File: config.mk
export PLATFORM = sky130hd
export DESIGN_NAME = ppm_frame_decoder
export DESIGN_NICKNAME = d
export VERILOG_FILES = /design/src/hdl/ppmd_pkg.sv /design/src/hdl/ppmd_front.sv /design/src/hdl/ppmd_fifo.sv /design/src/hdl/ppmd_back.sv /design/src/hdl/ppm_frame_decoder.sv
export SDC_FILE = /design/constraint.sdc
export NUM_CORES = 1
export LEC_CHECK = 0
export ABC_AREA = 1
export BUFFER_PORTS_ARGS = -buffer_cell sky130_fd_sc_hd__buf_2
export CAP_MARGIN = 10
export CORE_MARGIN = 8
export CORE_UTILIZATION = 55
export CTS_BUF_LIST = sky130_fd_sc_hd__clkbuf_16
export DETAILED_ROUTE_END_ITERATION = 6
export HOLD_SLACK_MARGIN = 0.06
export PLACE_DENSITY_LB_ADDON = 0.05
export SETUP_SLACK_MARGIN = 0.05
export SYNTH_ARGS = -nofsm -noshare
export SYNTH_HDL_FRONTEND = slang
export SYNTH_HIERARCHICAL = 1
export SYNTH_SLANG_ARGS = --single-unit
File: constraint.sdc
create_clock -name clk -period 5.35 [get_ports clk]
set_input_delay 1.07 -clock clk [delete_from_list [all_inputs] [get_ports clk]]
set_output_delay 1.07 -clock clk [all_outputs]
set_load 0.05 [all_outputs]
File: src/hdl/ppmd_pkg.sv
package ppmd_pkg;

  // Field widths
  localparam int SLOT_W     = 4;
  localparam int ERR_W      = 8;
  localparam int US_W       = 16;
  localparam int THR_W      = 16;
  localparam int Q_W        = 20;
  localparam int CFG_W      = 20;
  localparam int CFG_IDX_W  = 2;
  localparam int TICK_MAX_W = 32;
  localparam int PROD_W     = TICK_MAX_W + Q_W;

  // Command queue between front and back
  localparam int QDEPTH = 4;
  localparam int QAW    = 2;

  // Register indexes
  localparam logic [CFG_IDX_W-1:0] REG_SYNC_THR = 2'd0;
  localparam logic [CFG_IDX_W-1:0] REG_MIN_TICK = 2'd1;
  localparam logic [CFG_IDX_W-1:0] REG_MAX_TICK = 2'd2;
  localparam logic [CFG_IDX_W-1:0] REG_US_Q16   = 2'd3;

  // Register reset values
  localparam logic [THR_W-1:0] SYNC_THR_RST = 16'd8000;
  localparam logic [THR_W-1:0] MIN_TICK_RST = 16'd1644;
  localparam logic [THR_W-1:0] MAX_TICK_RST = 16'd3834;
  localparam logic [Q_W-1:0]   US_Q16_RST   = 20'd35890;

  // One classified input, front to back
  typedef struct packed {
    logic                  store;  // write ticks into the frame store
    logic                  done;   // frame complete, drain all slots
    logic [SLOT_W-1:0]     addr;   // store slot
    logic [SLOT_W-1:0]     nslot;  // next slot expected (status result)
    logic [TICK_MAX_W-1:0] ticks;
    logic [ERR_W-1:0]      err;    // error tally after this input
  } ppmd_cmd_t;

endpackage

File: src/hdl/ppmd_front.sv
module ppmd_front import ppmd_pkg::*; #(
  parameter int FRAME_SLOTS = 9,
  parameter int TICK_WIDTH  = 16
) (
  input  logic                  clk,
  input  logic                  rst_n,
  input  logic                  in_valid,
  output logic                  in_stall,
  input  logic [TICK_WIDTH-1:0] in_capture_ticks,
  input  logic [THR_W-1:0]      sync_thr,
  input  logic [THR_W-1:0]      min_ticks,
  input  logic [THR_W-1:0]      max_ticks,
  input  logic                  q_full,
  output logic                  q_push,
  output ppmd_cmd_t             q_cmd
);

  localparam int CW = (TICK_WIDTH > THR_W) ? TICK_WIDTH : THR_W;
  localparam logic [SLOT_W-1:0] LAST_SLOT = SLOT_W'(FRAME_SLOTS - 1);

  logic [SLOT_W-1:0] slot_r, slot_nxt;
  logic [ERR_W-1:0]  err_r, err_nxt;
  logic [CW-1:0]     ticks_c;
  logic              in_window;

  assign in_stall = q_full;
  assign q_push   = in_valid && !q_full;

  assign ticks_c   = CW'(in_capture_ticks);
  assign in_window = (ticks_c >= CW'(min_ticks)) && (ticks_c <= CW'(max_ticks));

  // Classify the incoming period against the frame state
  always_comb begin
    slot_nxt    = slot_r;
    err_nxt     = err_r;
    q_cmd.store = 1'b0;
    q_cmd.done  = 1'b0;
    q_cmd.addr  = slot_r;
    q_cmd.ticks = TICK_MAX_W'(in_capture_ticks);
    if (slot_r == '0) begin
      if (ticks_c >= CW'(sync_thr)) begin
        q_cmd.store = 1'b1;
        slot_nxt    = SLOT_W'(1);
      end
    end else if (!in_window) begin
      slot_nxt = '0;
      err_nxt  = err_r + ERR_W'(1);
    end else begin
      q_cmd.store = 1'b1;
      if (slot_r == LAST_SLOT) begin
        q_cmd.done = 1'b1;
        slot_nxt   = '0;
      end else begin
        slot_nxt = slot_r + SLOT_W'(1);
      end
    end
    q_cmd.nslot = slot_nxt;
    q_cmd.err   = err_nxt;
  end

  // Frame position and error tally
  always_ff @(posedge clk) begin
    if (!rst_n) begin
      slot_r <= '0;
      err_r  <= '0;
    end else if (q_push) begin
      slot_r <= slot_nxt;
      err_r  <= err_nxt;
    end
  end

endmodule

File: src/hdl/ppmd_fifo.sv
module ppmd_fifo import ppmd_pkg::*; (
  input  logic      clk,
  input  logic      rst_n,
  input  logic      push,
  input  ppmd_cmd_t din,
  output logic      full,
  input  logic      pop,
  output ppmd_cmd_t dout,
  output logic      empty
);

  ppmd_cmd_t        mem_r [QDEPTH];
  logic [QAW-1:0]   wr_ptr_r, rd_ptr_r;
  logic [QAW:0]     cnt_r, cnt_nxt;

  assign full  = (cnt_r == (QAW+1)'(QDEPTH));
  assign empty = (cnt_r == '0);
  assign dout  = mem_r[rd_ptr_r];

  always_comb begin
    cnt_nxt = cnt_r;
    if (push && !pop) cnt_nxt = cnt_r + (QAW+1)'(1);
    if (pop && !push) cnt_nxt = cnt_r - (QAW+1)'(1);
  end

  // Pointers and fill count
  always_ff @(posedge clk) begin
    if (!rst_n) begin
      wr_ptr_r <= '0;
      rd_ptr_r <= '0;
      cnt_r    <= '0;
    end else begin
      if (push) wr_ptr_r <= wr_ptr_r + QAW'(1);
      if (pop)  rd_ptr_r <= rd_ptr_r + QAW'(1);
      cnt_r <= cnt_nxt;
    end
  end

  // Entry storage
  always_ff @(posedge clk) begin
    if (push) mem_r[wr_ptr_r] <= din;
  end

endmodule

File: src/hdl/ppmd_back.sv
module ppmd_back import ppmd_pkg::*; #(
  parameter int FRAME_SLOTS = 9,
  parameter int TICK_WIDTH  = 16
) (
  input  logic              clk,
  input  logic              rst_n,
  input  logic [Q_W-1:0]    us_q16,
  input  logic              q_empty,
  input  ppmd_cmd_t         q_cmd,
  output logic              q_pop,
  output logic              out_valid,
  input  logic              out_stall,
  output logic              out_frame_valid,
  output logic [SLOT_W-1:0] out_slot,
  output logic [US_W-1:0]   out_pulse_us,
  output logic [ERR_W-1:0]  out_error_count,
  output logic              out_last
);

  localparam int AW = (FRAME_SLOTS > 1) ? $clog2(FRAME_SLOTS) : 1;
  localparam logic [AW-1:0] LAST_K = AW'(FRAME_SLOTS - 1);

  // Frame store
  logic [TICK_WIDTH-1:0] mem_r [FRAME_SLOTS];

  // Drain sequencer
  logic             drain_r, drain_nxt;
  logic [AW-1:0]    k_r, k_nxt;
  logic [ERR_W-1:0] drain_err_r, drain_err_nxt;
  logic             adv;

  // Pipeline stages
  logic                  s1_vld_r, s1_vld_nxt, s1_fv_r, s1_fv_nxt, s1_last_r, s1_last_nxt;
  logic [SLOT_W-1:0]     s1_slot_r, s1_slot_nxt;
  logic [ERR_W-1:0]      s1_err_r, s1_err_nxt;
  logic [TICK_WIDTH-1:0] rd_r;
  logic                  s2_vld_r, s2_fv_r, s2_last_r;
  logic [SLOT_W-1:0]     s2_slot_r;
  logic [ERR_W-1:0]      s2_err_r;
  logic [PROD_W-1:0]     prod_r;
  logic [US_W-1:0]       us_sat;

  logic                  out_valid_r, out_fv_r, out_last_r;
  logic [SLOT_W-1:0]     out_slot_r;
  logic [US_W-1:0]       out_us_r;
  logic [ERR_W-1:0]      out_err_r;

  assign adv   = !out_valid_r || !out_stall;
  assign q_pop = adv && !drain_r && !q_empty;

  // Issue: drain a completed frame slot by slot, else take the next command
  always_comb begin
    drain_nxt     = drain_r;
    k_nxt         = k_r;
    drain_err_nxt = drain_err_r;
    s1_vld_nxt    = 1'b0;
    s1_fv_nxt     = 1'b0;
    s1_last_nxt   = 1'b1;
    s1_slot_nxt   = q_cmd.nslot;
    s1_err_nxt    = q_cmd.err;
    if (drain_r) begin
      s1_vld_nxt  = 1'b1;
      s1_fv_nxt   = 1'b1;
      s1_slot_nxt = SLOT_W'(k_r);
      s1_err_nxt  = drain_err_r;
      s1_last_nxt = (k_r == LAST_K);
      if (k_r == LAST_K) begin
        drain_nxt = 1'b0;
        k_nxt     = '0;
      end else begin
        k_nxt = k_r + AW'(1);
      end
    end else if (q_pop) begin
      if (q_cmd.done) begin
        drain_nxt     = 1'b1;
        k_nxt         = '0;
        drain_err_nxt = q_cmd.err;
      end else begin
        s1_vld_nxt = 1'b1;
      end
    end
  end

  // Control registers
  always_ff @(posedge clk) begin
    if (!rst_n) begin
      drain_r     <= 1'b0;
      k_r         <= '0;
      s1_vld_r    <= 1'b0;
      s2_vld_r    <= 1'b0;
      out_valid_r <= 1'b0;
    end else if (adv) begin
      drain_r     <= drain_nxt;
      k_r         <= k_nxt;
      s1_vld_r    <= s1_vld_nxt;
      s2_vld_r    <= s1_vld_r;
      out_valid_r <= s2_vld_r;
    end
  end

  // Frame store write and registered read
  always_ff @(posedge clk) begin
    if (q_pop && q_cmd.store) mem_r[q_cmd.addr[AW-1:0]] <= q_cmd.ticks[TICK_WIDTH-1:0];
    if (adv && drain_r) rd_r <= mem_r[k_r];
  end

  // Saturate the Q16 product to 16 bits
  assign us_sat = (|prod_r[PROD_W-1:US_W+16]) ? {US_W{1'b1}} : prod_r[US_W+15:16];

  // Payload pipeline: metadata, multiply, output register
  always_ff @(posedge clk) begin
    if (adv) begin
      drain_err_r <= drain_err_nxt;
      s1_fv_r     <= s1_fv_nxt;
      s1_last_r   <= s1_last_nxt;
      s1_slot_r   <= s1_slot_nxt;
      s1_err_r    <= s1_err_nxt;
      s2_fv_r     <= s1_fv_r;
      s2_last_r   <= s1_last_r;
      s2_slot_r   <= s1_slot_r;
      s2_err_r    <= s1_err_r;
      prod_r      <= {{(PROD_W-TICK_WIDTH){1'b0}}, rd_r} * {{(PROD_W-Q_W){1'b0}}, us_q16};
      out_fv_r    <= s2_fv_r;
      out_last_r  <= s2_last_r;
      out_slot_r  <= s2_slot_r;
      out_err_r   <= s2_err_r;
      out_us_r    <= s2_fv_r ? us_sat : '0;
    end
  end

  assign out_valid       = out_valid_r;
  assign out_frame_valid = out_fv_r;
  assign out_slot        = out_slot_r;
  assign out_pulse_us    = out_us_r;
  assign out_error_count = out_err_r;
  assign out_last        = out_last_r;

  // Status results are always the only result of their input
  a_status_last: assert property (@(posedge clk) disable iff (!rst_n)
    out_valid_r && !out_fv_r |-> out_last_r)
    else $error("status result without last");

  // Frame results end exactly at the final slot
  a_frame_last: assert property (@(posedge clk) disable iff (!rst_n)
    out_valid_r && out_fv_r |-> (out_last_r == (out_slot_r == SLOT_W'(FRAME_SLOTS - 1))))
    else $error("frame last flag does not match final slot");

  // Drain counter stays inside the frame
  a_drain_range: assert property (@(posedge clk) disable iff (!rst_n)
    drain_r |-> (k_r <= LAST_K))
    else $error("drain index beyond frame");

endmodule

File: src/hdl/ppm_frame_decoder.sv
// Path: an accepted transaction is queued; a status result then passes the issue stage, the
//   multiply stage and the output register, and a completed frame is read out slot by slot.
// Throughput: one input transaction per cycle while the queue is not full; the back end takes
//   no queue entry while it drains a completed frame (one result per cycle from the frame store
//   read port, held by out_stall), so a 4-entry queue absorbs inputs meanwhile.
// Reset (synchronous, rst_n low): registers to defaults, waiting for sync, error tally zero.
module ppm_frame_decoder import ppmd_pkg::*; #(
  parameter int FRAME_SLOTS = 9,
  parameter int TICK_WIDTH  = 16
) (
  input  logic                  clk,
  input  logic                  rst_n,
  input  logic                  cfg_we,
  input  logic [CFG_IDX_W-1:0]  cfg_index,
  input  logic [CFG_W-1:0]      cfg_wdata,
  input  logic                  in_valid,
  output logic                  in_stall,
  input  logic [TICK_WIDTH-1:0] in_capture_ticks,
  output logic                  out_valid,
  input  logic                  out_stall,
  output logic                  out_frame_valid,
  output logic [SLOT_W-1:0]     out_slot,
  output logic [US_W-1:0]       out_pulse_us,
  output logic [ERR_W-1:0]      out_error_count,
  output logic                  out_last
);

  logic [THR_W-1:0] sync_thr_r, min_ticks_r, max_ticks_r;
  logic [Q_W-1:0]   us_q16_r;

  logic      q_push, q_full, q_pop, q_empty;
  ppmd_cmd_t q_din, q_dout;

  // Configuration registers
  always_ff @(posedge clk) begin
    if (!rst_n) begin
      sync_thr_r  <= SYNC_THR_RST;
      min_ticks_r <= MIN_TICK_RST;
      max_ticks_r <= MAX_TICK_RST;
      us_q16_r    <= US_Q16_RST;
    end else if (cfg_we) begin
      case (cfg_index)
        REG_SYNC_THR: sync_thr_r  <= cfg_wdata[THR_W-1:0];
        REG_MIN_TICK: min_ticks_r <= cfg_wdata[THR_W-1:0];
        REG_MAX_TICK: max_ticks_r <= cfg_wdata[THR_W-1:0];
        REG_US_Q16:   us_q16_r    <= cfg_wdata[Q_W-1:0];
        default: ;
      endcase
    end
  end

  ppmd_front #(
    .FRAME_SLOTS (FRAME_SLOTS),
    .TICK_WIDTH  (TICK_WIDTH)
  ) u_front (
    .clk              (clk),
    .rst_n            (rst_n),
    .in_valid         (in_valid),
    .in_stall         (in_stall),
    .in_capture_ticks (in_capture_ticks),
    .sync_thr         (sync_thr_r),
    .min_ticks        (min_ticks_r),
    .max_ticks        (max_ticks_r),
    .q_full           (q_full),
    .q_push           (q_push),
    .q_cmd            (q_din)
  );

  ppmd_fifo u_fifo (
    .clk   (clk),
    .rst_n (rst_n),
    .push  (q_push),
    .din   (q_din),
    .full  (q_full),
    .pop   (q_pop),
    .dout  (q_dout),
    .empty (q_empty)
  );

  ppmd_back #(
    .FRAME_SLOTS (FRAME_SLOTS),
    .TICK_WIDTH  (TICK_WIDTH)
  ) u_back (
    .clk             (clk),
    .rst_n           (rst_n),
    .us_q16          (us_q16_r),
    .q_empty         (q_empty),
    .q_cmd           (q_dout),
    .q_pop           (q_pop),
    .out_valid       (out_valid),
    .out_stall       (out_stall),
    .out_frame_valid (out_frame_valid),
    .out_slot        (out_slot),
    .out_pulse_us    (out_pulse_us),
    .out_error_count (out_error_count),
    .out_last        (out_last)
  );

endmodule

; ---- Word-level counts from Yosys, hierarchy flattened
; Memory sizes are Yosys's and may differ from the RTL's. A register that Yosys moved wholly into a read port is not among the register bits.
; Cells that the tools add are included.
[word_totals]
regBits = 197
mem_bits_rw = 280
in_bits = 43
out_inout_bits = 32
elab_cells = 112
memories = 2
[classes]
n_addsub = 7
n_mul = 1
n_lt_le_gt_ge = 3
eq_ne = 6
muxes = 34
bitwise_logic = 1
reduce_logical = 29
[memory_table]
columns = memory, words, width, read_ports, rd_ports_with_merged_regs, wr, line_no
row1 = u_back.mem_r, 9, 16, 1, 1, 1, ppmd_back.sv:24  ; logic [TICK_WIDTH-1:0] mem_r [FRAME_SLOTS];
row2 = u_fifo.mem_r, 4, 34, 1, 1, 1, ppmd_fifo.sv:12  ; ppmd_cmd_t mem_r [QDEPTH];
[op_table]
columns = operator, count
row1 = 16-bit by 20-bit multiplier with 36-bit output, 1
row2 = 4-bit 2-to-1 mux, 9
row3 = 16-bit >= comparator, 2
row4 = 8-bit 2-to-1 mux, 3
row5 = 16-bit <= comparator, 1
row6 = 1-bit 2-to-1 mux, 16
row7 = 16-bit 2-to-1 mux, 1
row8 = 4-bit by 1-bit adder with 4-bit output (second input constant), 2
row9 = 8-bit by 1-bit adder with 8-bit output (second input constant), 1
row10 = 4-bit == test (second input constant), 2
row11 = 1-bit logical AND, 8
row12 = 2-bit AND reduction, 4
row13 = 1-bit logical NOT, 7
row14 = 2-bit 2-to-1 mux, 3
row15 = 3-bit 2-to-1 mux, 2
row16 = 2-bit nonzero test, 3
row17 = 2-bit by 1-bit adder with 2-bit output (second input constant), 2
row18 = 2-bit == test (second input constant), 2
row19 = 4-bit logical NOT, 1
row20 = 4-bit AND reduction, 1
row21 = 4-bit OR reduction, 1
row22 = 3-bit by 1-bit adder with 3-bit output (second input constant), 1
row23 = 3-bit == test (second input constant), 1
row24 = 3-bit logical NOT, 1
row25 = 6 further kinds, 6

; ---- Longest topological paths before layout
[logic_depth]
depth_word = 8
ltp_mapped = 28
ltp_nobuf = 26

; ---- Modules after synthesis
; The synthesis kept the hierarchy.
[by_module_without_submodules]
columns = module, instances, cells_each, area_each_um2, seq_area_each_um2
row1 = ppmd_back, 1, 2128, 20123.0, 7547.2
row2 = ppmd_fifo, 1, 540, 7988.9, 6185.9
row3 = ppm_frame_decoder, 1, 387, 2697.6, 1361.3
row4 = ppmd_front, 1, 375, 2509.9, 240.2

; ---- Least setup slack after synthesis
; No wires, ideal clock.
[synth_timing]
path_type = register to register
startpoint = register us_q16_r[7]
endpoint = register u_back.prod_r[29] (data pin)
setup_ps = 252
t_arrival_ps = 5361
required_time_ps = 5098
slack_ps = -264
path_stages_with_launch = 25
path_buffers = 2
period_less_slack_ps = 5614
cell_sequence = dfxtp_1 -> clkbuf_1 -> clkbuf_1 -> nand2_1 -> fa_1 -> inv_1 -> fa_1 -> inv_1 -> fa_1 -> inv_1 -> fa_1 -> fa_1 -> inv_1 -> fa_1 -> inv_1 -> ha_1 -> a21o_1 -> nand2_1 -> nand2_1 -> nand2_1 -> nand2_1 -> a211oi_1 -> nand2_1 -> nand2_1 -> nand2_1
[synth_via]
elab_chain_cells = 1
[synth_rtl]
columns = item, line_no
row1 = from (decl), ppm_frame_decoder.sv:29  ; logic [Q_W-1:0] us_q16_r;
row2 = from (signal assigned), ppm_frame_decoder.sv:46  ; REG_US_Q16: us_q16_r <= cfg_wdata[Q_W-1:0];
row3 = 16-bit by 20-bit multiplier with 36-bit output, ppmd_back.sv:122  ; prod_r <= {{(PROD_W-TICK_WIDTH){1'b0}}, rd_r} * {{(PROD_W-Q_W){1'b0}}, us_q16};
row4 = to (signal assigned), ppmd_back.sv:122
row5 = to (decl), ppmd_back.sv:40  ; logic [PROD_W-1:0] prod_r;
; Every way passes these cells.
; A chain may end at the register's enable or synchronous reset.

; ---- Worst setup path in the final report
[layout_timing]
startpoint = register us_q16_r[10]
endpoint = register u_back.prod_r[31] (data pin)
; The elaborated chain is that of the path after synthesis.

==> results.cfg <==
[run_status]
outcome = complete, but fails checks
failed_checks = negative setup slack

[timing]
finalCritPeriodShare_pct = 101
tightestPinTransition_ns = 1.13
fmaxAchievable_mhz = 185
finClkSkew_ns = 0.0173
hold_viol_final = 0
period_minus_slack_ns = 5.41
setup_ws_ns = -0.0562
relSlewSlack_pct = 24.9
drv_slew = 0
final-setup-viol-count = 5
rsz0062_at_grt = true

[synthesis]
netlist_area_mm2 = 0.0308
syn-num-nets = 3719
ys_warn_count = 6
synth.avg_cell_area_um2 = 9.45
synthCells = 3263

[final_layout]
layout-drive-gt1-share_pct = 18.4
fin_cells = 4231
area_growth_pct = 16.1
final_nets = 3897

[floorplan]
die_h_um = 253
dieArea_mm2 = 0.0639
rows = 86
coreArea_mm2 = 0.0553
pin_count = 75
start_util_pct = 55.7
fp.dieW_um = 253

[run]
maxCapViolations = 0

[critical_path]
critical_path_class = register to register
path_max_fanout = 12
crit_top_cell = fa_1
slowest_stage = fa_1
startpoint = us_q16_r[10]
r2r_start = us_q16_r[10]
crit_path_max_incr_delay_ns = 0.56
path_delay_family = adder cells
critical_path.startpoint_type = register
cp.required_ns = 5.70
cp.arrival_ns = 5.76
crit_chain = buf_4 -> nand2_1 -> fa_1 -> inv_1 -> fa_1 -> fa_1 -> fa_2 -> fa_1 -> inv_1 -> fa_1 -> inv_1 -> ha_4 -> nand2_2 -> nor2_2 -> nor2_2 -> a21boi_4 -> nor2_2 -> nor3_2 -> nand2_1 -> nand2_1 -> nand2_1
endpoint_kind = register
crit_buf_inv = 4

[routing]
ant_nets = 0
wl_per_cell_um = 18.4
dr.pass1.iters = 6
drt-total-wl_um = 77700
drc = 0
via_per_inst = 5.27
num_vias = 22287
dr.first_iter.drc_count = 1499

[global_routing]
grt_max_degree = 73
grt_pass1_wl_um = 122000
antenna_found_initial = 3
grt_use_total_pct = 24.3
grt_overflow = 0
grt_pass1_vias = 22672

[clocking]
clk_latency_ns = 0.60
numCtsBuffers = 52
cts_tree = built
clk_path_buf_depth = 3
cts-root-buf = clkbuf_16
htree_levels = 2
clk_pin_slew_ns = 0.07
clock_sinks = 479

[place]
portBuffers = 74
pre_cts_slack_ns = -0.567
place_congestion = 0.937
dp_hpwl_um = 56800
placedCellCount = 4108

[hold_path]
hp-start = u_back/s1_err_r[4]
holdCritPathClass = register to register
==> registers in the layout, indices dropped and copies added, names as in the netlist, 2 cells and up, named ones only <==
| register | count |
|---|---|
| u_front/err_r | 8 |
| u_back/s2_err_r | 8 |
| u_fifo/mem_r | 136 |
| u_back/k_r | 4 |
| u_back/rd_r | 16 |
| u_back/mem_r | 144 |
| u_fifo/wr_ptr_r | 2 |
| us_q16_r | 20 |
| u_back/prod_r | 20 |
| u_back/drain_err_r | 8 |
| u_back/out_slot | 4 |
| u_back/s1_slot_r | 4 |
| u_back/out_error_count | 8 |
| min_ticks_r | 16 |
| u_fifo/cnt_r | 3 |
| sync_thr_r | 16 |
| u_back/out_pulse_us | 16 |
| u_back/s1_err_r | 8 |
| max_ticks_r | 16 |
| u_fifo/rd_ptr_r | 2 |
| u_front/slot_r | 4 |
| u_back/s2_slot_r | 4 |
==> repair_timing <==
| item | in CTS | in global routing |
|---|---|---|
| hold buffers | 0 | 0 |
| gates resized for setup | 182 | 115 |
| buffers inserted | 27 | 3 |
| setup endpoints to repair | 20 | 20 |
| pin swaps | 83 | 66 |
| gates cloned | 1 | 0 |
==> worst reg2reg max path: stages, from the launching register on <==
cell and delay (ns):
dfxtp_4 0.47, buf_4 0.20, nand2_1 0.09, fa_1 0.52, inv_1 0.06, fa_1 0.56
fa_1 0.45, fa_2 0.49, fa_1 0.49, inv_1 0.05, fa_1 0.47, inv_1 0.06
ha_4 0.27, nand2_2 0.13, nor2_2 0.06, nor2_2 0.13, a21boi_4 0.20, nor2_2 0.07
nor3_2 0.20, nand2_1 0.09, nand2_1 0.06, nand2_1 0.05
==> per-layer routing <==
| layer | part of all wire, % | GRT usage (%) | vias to the layer above |
|---|---|---|---|
| met1 | 41 | 30.5 | 10861 |
| met2 | 51 | 43.3 | 645 |
| met4 | 2.8 | 7.15 | 6 |
| li1 | - | - | 10622 |
| met5 | 0.055 | 0 | - |
| met3 | 4.9 | 3.29 | 153 |
==> final timing paths <==
path | to | slack, ns | cells after the start
setup reg to reg | u_back/prod_r[31] | -0.06 | 21
setup / recovery | u_back/prod_r[31] | -0.06 | 21
hold reg to reg | u_back/s2_err_r[4] | 0.41 | 0
hold / removal | u_back/s2_err_r[4] | 0.41 | 0
==> stage by stage <==
| step | TNS [ns] | hold WS, ns | area, um2 | util, % |
|---|---|---|---|---|
| final | -0.221 | 0.413 | 35800 | 64.7 |
| after global routing | -3.12 | 0.421 | 35800 | 64.7 |
| after CTS | -0.134 | 0.413 | 35400 | 64.1 |
| after detailed placement | -6.39 | 0.405 | 32800 | 59.3 |
| after global placement | -5.47 | 0.400 | 32800 | 59.3 |
| after floorplan | 0 | 0.400 | 30900 | - |
==> final cells by class <==
type | instances | area, um2
fill | 4584 | 19500
multi-input combinational | 1966 | 15000
sequential | 479 | 13400
inverter | 650 | 2460
timing repair buffer | 292 | 2220
clock buffer | 52 | 1300
tap | 748 | 936
clock inverter | 43 | 418
antenna | 1 | 2.50
==> placed cells by master, fill, tap and decap left out, types with 9 or more instances in the layout <==
| cell type | n |
|---|---|
| dfxtp_1 | 88 |
| fa_1 | 240 |
| buf_4 | 187 |
| buf_2 | 74 |
| edfxtp_1 | 382 |
| a221oi_1 | 10 |
| ha_4 | 20 |
| nand4_1 | 23 |
| o21ai_0 | 120 |
| o22ai_1 | 45 |
| ha_1 | 143 |
| buf_12 | 10 |
| nand2_4 | 19 |
| clkbuf_16 | 52 |
| a21oi_1 | 77 |
| a21oi_2 | 13 |
| buf_6 | 19 |
| nor3_2 | 10 |
| nand2_1 | 698 |
| o21ai_1 | 41 |
| nand3_2 | 15 |
| inv_2 | 51 |
| nor3_1 | 10 |
| clkinv_1 | 11 |
| nor2_1 | 221 |
| inv_1 | 606 |
| nand3_1 | 89 |
| nor2_4 | 12 |
| a21oi_4 | 9 |
| a21o_1 | 10 |
| nor2_2 | 28 |
| fa_2 | 10 |
| nand2_2 | 44 |
Power is not shown: default switching activity piles up to over one toggle a cycle in this logic, so the estimate is an artifact.
